[config.mk]
export PLATFORM = sky130hd
export DESIGN_NAME = nsc_line_fsm
export DESIGN_NICKNAME = d
export VERILOG_FILES = /design/src/nsc_pkg.sv /design/src/nsc_line_fsm.sv
export SDC_FILE = /design/constraint.sdc
export NUM_CORES = 1
export LEC_CHECK = 0
export BUFFER_PORTS_ARGS = -buffer_cell sky130_fd_sc_hd__buf_2
export CAP_MARGIN = 20
export CORE_AREA = 5 5 67 114
export CTS_CLUSTER_DIAMETER = 50
export DETAILED_ROUTE_END_ITERATION = 6
export DIE_AREA = 0 0 72 119
export SLEW_MARGIN = 0
export SYNTH_ARGS = -nofsm -noshare
export SYNTH_HDL_FRONTEND = slang
export SYNTH_SLANG_ARGS = --single-unit
[constraint.sdc]
create_clock -name clk -period 4.2 [get_ports clk]
set_input_delay 0.42 -clock clk [delete_from_list [all_inputs] [get_ports clk]]
set_output_delay 0.42 -clock clk [all_outputs]
set_load 0.005 [all_outputs]
[src/nsc_pkg.sv]
package nsc_pkg;

	localparam int unsigned NSC_MAX_LINE = 84;
	localparam int unsigned NSC_LEN_W    = 7;

	localparam logic [7:0] CH_DOLLAR = 8'h24;
	localparam logic [7:0] CH_STAR   = 8'h2A;
	localparam logic [7:0] CH_CR     = 8'h0D;
	localparam logic [7:0] CH_LF     = 8'h0A;
	localparam logic [7:0] CH_NUL    = 8'h00;
	localparam logic [7:0] CH_SPACE  = 8'h20;
	localparam logic [7:0] CH_TILDE  = 8'h7E;

	// verdict for one finished line
	typedef struct packed {
		logic [NSC_LEN_W-1:0] line_length;
		logic                 line_valid;
	} nsc_result_t;

endpackage

[src/nsc_line_fsm.sv]
module nsc_line_fsm import nsc_pkg::*; #(
	parameter int unsigned MAX_LINE = NSC_MAX_LINE
) (
	input  logic        clk,
	input  logic        arst_n,
	input  logic        strict_mode,
	input  logic        step_en,
	input  logic [7:0]  rx_byte,
	output logic        emit,
	output nsc_result_t result
);

	typedef enum logic [2:0] {
		PH_START,
		PH_BODY,
		PH_HEX1,
		PH_HEX2,
		PH_TAIL,
		PH_ENDED
	} phase_t;

	localparam logic [NSC_LEN_W-1:0] MAX_L = NSC_LEN_W'(MAX_LINE);

	phase_t               phase_q, phase_n;
	logic [7:0]           xor_q, xor_n;
	logic [3:0]           nib_q, nib_n;
	logic [NSC_LEN_W-1:0] cnt_q, cnt_n;
	logic                 fail_q, fail_n;
	logic [4:0]           hex;
	logic                 line_end;
	logic                 ok;

	// {digit ok, value}
	function automatic logic [4:0] hex_dec(input logic [7:0] b);
		logic [4:0] r;
		r = 5'd0;
		if (b >= 8'h30 && b <= 8'h39)
			r = {1'b1, 4'(b - 8'h30)};
		else if (b >= 8'h41 && b <= 8'h46)
			r = {1'b1, 4'(b - 8'h37)};
		else if (b >= 8'h61 && b <= 8'h66)
			r = {1'b1, 4'(b - 8'h57)};
		return r;
	endfunction

	always_comb begin
		phase_n = phase_q;
		xor_n   = xor_q;
		nib_n   = nib_q;
		fail_n  = fail_q;
		cnt_n   = (cnt_q < MAX_L) ? cnt_q + 1'b1 : cnt_q;
		hex     = hex_dec(rx_byte);

		if (!fail_q) begin
			unique case (phase_q)
				PH_START: begin
					if (rx_byte == CH_DOLLAR) phase_n = PH_BODY;
					else fail_n = 1'b1;
				end
				PH_BODY: begin
					priority if (rx_byte == CH_STAR) begin
						phase_n = PH_HEX1;
					end else if (rx_byte >= CH_SPACE && rx_byte <= CH_TILDE) begin
						xor_n = xor_q ^ rx_byte;
					end else if (strict_mode) begin
						fail_n = 1'b1;
					end else begin
						// no checksum field: byte is treated as tail
						phase_n = PH_TAIL;
						if (rx_byte == CH_NUL) phase_n = PH_ENDED;
						else if (rx_byte != CH_CR && rx_byte != CH_LF) fail_n = 1'b1;
					end
				end
				PH_HEX1: begin
					if (!hex[4]) fail_n = 1'b1;
					else begin
						nib_n   = hex[3:0];
						phase_n = PH_HEX2;
					end
				end
				PH_HEX2: begin
					if (!hex[4] || {nib_q, hex[3:0]} != xor_q) fail_n = 1'b1;
					else phase_n = PH_TAIL;
				end
				PH_TAIL: begin
					if (rx_byte == CH_NUL) phase_n = PH_ENDED;
					else if (rx_byte != CH_CR && rx_byte != CH_LF) fail_n = 1'b1;
				end
				default: begin
					if (rx_byte != CH_NUL) fail_n = 1'b1;
				end
			endcase
		end

		line_end = (rx_byte == CH_LF) || (cnt_n >= MAX_L);

		ok = 1'b0;
		if (!fail_n) begin
			unique case (phase_n)
				PH_BODY:           ok = !strict_mode;
				PH_TAIL, PH_ENDED: ok = 1'b1;
				default:           ok = 1'b0;
			endcase
		end

		emit               = step_en && line_end;
		result.line_valid  = ok;
		result.line_length = cnt_n;
	end

	always_ff @(posedge clk or negedge arst_n) begin
		if (!arst_n) begin
			phase_q <= PH_START;
			xor_q   <= '0;
			nib_q   <= '0;
			cnt_q   <= '0;
			fail_q  <= 1'b0;
		end else if (step_en) begin
			if (line_end) begin
				phase_q <= PH_START;
				xor_q   <= '0;
				nib_q   <= '0;
				cnt_q   <= '0;
				fail_q  <= 1'b0;
			end else begin
				phase_q <= phase_n;
				xor_q   <= xor_n;
				nib_q   <= nib_n;
				cnt_q   <= cnt_n;
				fail_q  <= fail_n;
			end
		end
	end

endmodule

==> metrics <==
Pre-antenna DRT Iters 4; commonest cells in the netlist 24 x nand2_1, 23 x dfrtp_1, 19 x nor2_1, 14 x xor2_1, 13 x inv_1; post-synthesis area per instance approximately 8.4 sq um; routed via count divided by cell count about 5; Fillers between 700 and 800; placed cell count 302; net count after synthesis roughly 230; number of global-route vias before repair between 1,500 and 2,000; number of synthesized flops with an enable pin 0; Max Fanout on Critical Path 5; count of H-tree levels built during CTS 1; share of cells above drive strength 1 0.170; clock root buffer clkbuf_16; total wire length approximately 4300 um; final-report setup violation count 0; Reg power frac 0.410; Pleak 0.000872 uW; Synth warnings 0; switching power ~360 uW; Core ar. 6540 sq um; part of the total power dissipated in the clock network 0.225; Antenna diodes 0; Worst VDD drop between 150 and 200 uV; pin count of the biggest net entering global routing 24; headroom to the max-slew limit 0.503; effective utilization at floorplan 0.271; CTS tree done; fraction of registers with async set/reset 1.00; Netlist Area Pre-Place around 1800 sq um; buffers inserted by post-CTS timing repair 0; final-report hold violation count 0; Power, Total ~930 uW; portion of total power attributed to combinational logic 0.366; Maximum Capacitance Violations 0; fin. max-slew vios 0; grt ovf 0; Post-DRT Antenna Nets 0; overall via count from detail_route 1,557; port buffer count 20; First DRT Iteration DRCs between 80 and 90; final weighted congestion of routability-driven global placement 0.808; category of the worst setup path launch point primary input; total clock buffers created by CTS 3; detailed placement HPWL around 3400 um; time the final worst path needs with I/O delays and setup roughly 3300 ps; layout overhead on the synthesized area 13.7%; Sw Share 0.388; Placement Rows 39; area occupied by registers 576 sq um; post-route clock skew 5.02 ps; Routed WL per cell approximately 14 um; critical path capture point type output pin; clock tree sinks 23; CTS Buffer Depth 2; dominant cells by area after synthesis dfrtp_1 33%, xor2_1 6.9%, nand2_1 5.1%, nor2_1 4.0%, ha_1 3.5%; data arrival time of the worst path around 2900 ps; biggest area consumer among synthesized cells dfrtp_1; nets@finish roughly 240; clock latency at the later pin of the worst-skew pair about 260 ps; Hold/Removal Path Class in2async; number of design rule violations left after detail routing 0; unrepaired setup endpoints after global routing no; y dimension of the die between 100 and 150 um; horizontal die dimension a little over 70 um; internal power around 570 uW; summed negative setup slack over all endpoints 0 ps; required time of the critical path ~3800 ps; count of placed standard cells in the final layout, fillers left out 306; status finished, final reports clean; CTS clk-pin slew, worst paths ~60 ps; antenna violations before repair 0; Resize count post-CTS 0; critical path class in2out; area enclosed by the die boundary ~8600 sq um; GRT Overall Usage 0.107; hold buffers post-CTS 0; Synth cell types between 50 and 60; register area share after synthesis 0.325; first-pass GRT wire length around 7500 um; most common cell in the synthesized netlist nand2_1; area share of the largest cell type after synthesis 0.325; register bit count reported by yosys 23; number of I/O pins 21; maximum clock frequency about 300 MHz; commonest register cell after synthesis dfrtp_1; ratio of final minimum period to clock period 0.790; transition time at the pin with the least slew margin ~740 ps; Pwr per Cell Area 464 nW/um^2; Syn Inst Count 210; area used by multi-input combinational logic ~1100 sq um
[registers in the layout (all words and copies together) (netlist names)]
name     flops
xor_q        8
cnt_q        7
nib_q        4
phase_q      3
fail_q       1
[area by class of cell]
class,count,area share
Clock inverter,1,0.00249
Timing Repair Buffer,21,0.0535
Tap cell,82,0.0510
Sequential cell,23,0.286
Multi-Input combinational cell,163,0.545
Clock buffer,3,0.0373
Inverter,13,0.0243
[worst max-delay path, cell delays in order]
cell	delay, ps
buf_2	130
inv_1	110
ha_1	250
o21bai_1	110
a21oi_2	210
mux2i_1	340
xnor2_1	150
or4_4	540
o31a_1	290
a211oi_2	200
buf_2	150
[final timing paths]
| check | startpoint | end | slack, ps | cells after the start |
|---|---|---|---|---|
| setup / recovery | rx_byte[0] | result[0] | 880 | 11 |
| min in group clk | nib_q[0]$_DFFE_PN0P_ | nib_q[0]$_DFFE_PN0P_ | 510 | 1 |
| hold reg to reg | nib_q[0]$_DFFE_PN0P_ | nib_q[0]$_DFFE_PN0P_ | 510 | 1 |
| setup reg to reg | cnt_q[0]$_DFFE_PN0P_ | cnt_q[2]$_DFFE_PN0P_ | 1860 | 8 |
| max in group asynchronous | arst_n | phase_q[1]$_DFFE_PN0P_ | 3710 | 1 |
| hold / removal | arst_n | nib_q[0]$_DFFE_PN0P_ | 140 | 1 |
[per-layer routing]
metal,global-route usage,vias up,share of wire
met1,0.121,745,0.40
met4,0.0353,0,0.014
met3,0.00927,4,0.020
met5,0,-,0
li1,-,782,-
met2,0.204,26,0.56
[placed cells by master (no fill, tap or decap), types with 2 or more instances in the layout]
master / n
nand2_1: 24
a21oi_1: 7
buf_2: 20
nor2_1: 19
dfrtp_1: 23
nor4_1: 3
o21ai_1: 2
and3_1: 2
nor2b_1: 4
o2bb2ai_1: 4
a21oi_2: 2
nor3_1: 3
o211ai_1: 3
a41oi_1: 3
nor4b_1: 2
clkbuf_16: 3
a31oi_1: 2
nand3_1: 8
and3b_1: 3
mux2i_1: 3
ha_1: 5
nand2b_1: 2
nand4_1: 3
xnor2_1: 5
o21ai_0: 12
inv_1: 13
xor2_1: 14
[stage by stage]
stage | util | cell area (sq um) | worst slack, ps | hold slack [ps]
after floorplan | - | 1770 | 1320 | 124
after global placement | 0.295 | 1930 | 970 | 432
after detailed placement | 0.295 | 1930 | 876 | 443
after CTS | 0.308 | 2010 | 863 | 165
after global routing | 0.308 | 2010 | 707 | 193
final | 0.308 | 2010 | 882 | 137
[kinds of logic (layout without fill, tap and decap cells)]
| group | count (synthesis) | after routing | share of synthesized area |
|---|---|---|---|
| compound gates | 54 | 54 | 0.225 |
| simple gates | 81 | 81 | 0.243 |
| mux | 4 | 4 | 0.0233 |
| fa+ha+maj | 5 | 5 | 0.0354 |
| xor+xnor | 19 | 19 | 0.0941 |
| flops | 23 | 23 | 0.325 |
| buf+inv | 24 | 38 | 0.0545 |
[power groups by stage]
stage | sequential, uW | clock, uW | combinational [uW]
floorplan | 340 | 0 | 288
global placement | 386 | 0 | 337
detailed placement | 386 | 0 | 345
CTS | 382 | 213 | 348
global route | 396 | 223 | 393
finish | 382 | 210 | 342
No activity file was read; power rests on OpenSTA's default activity.
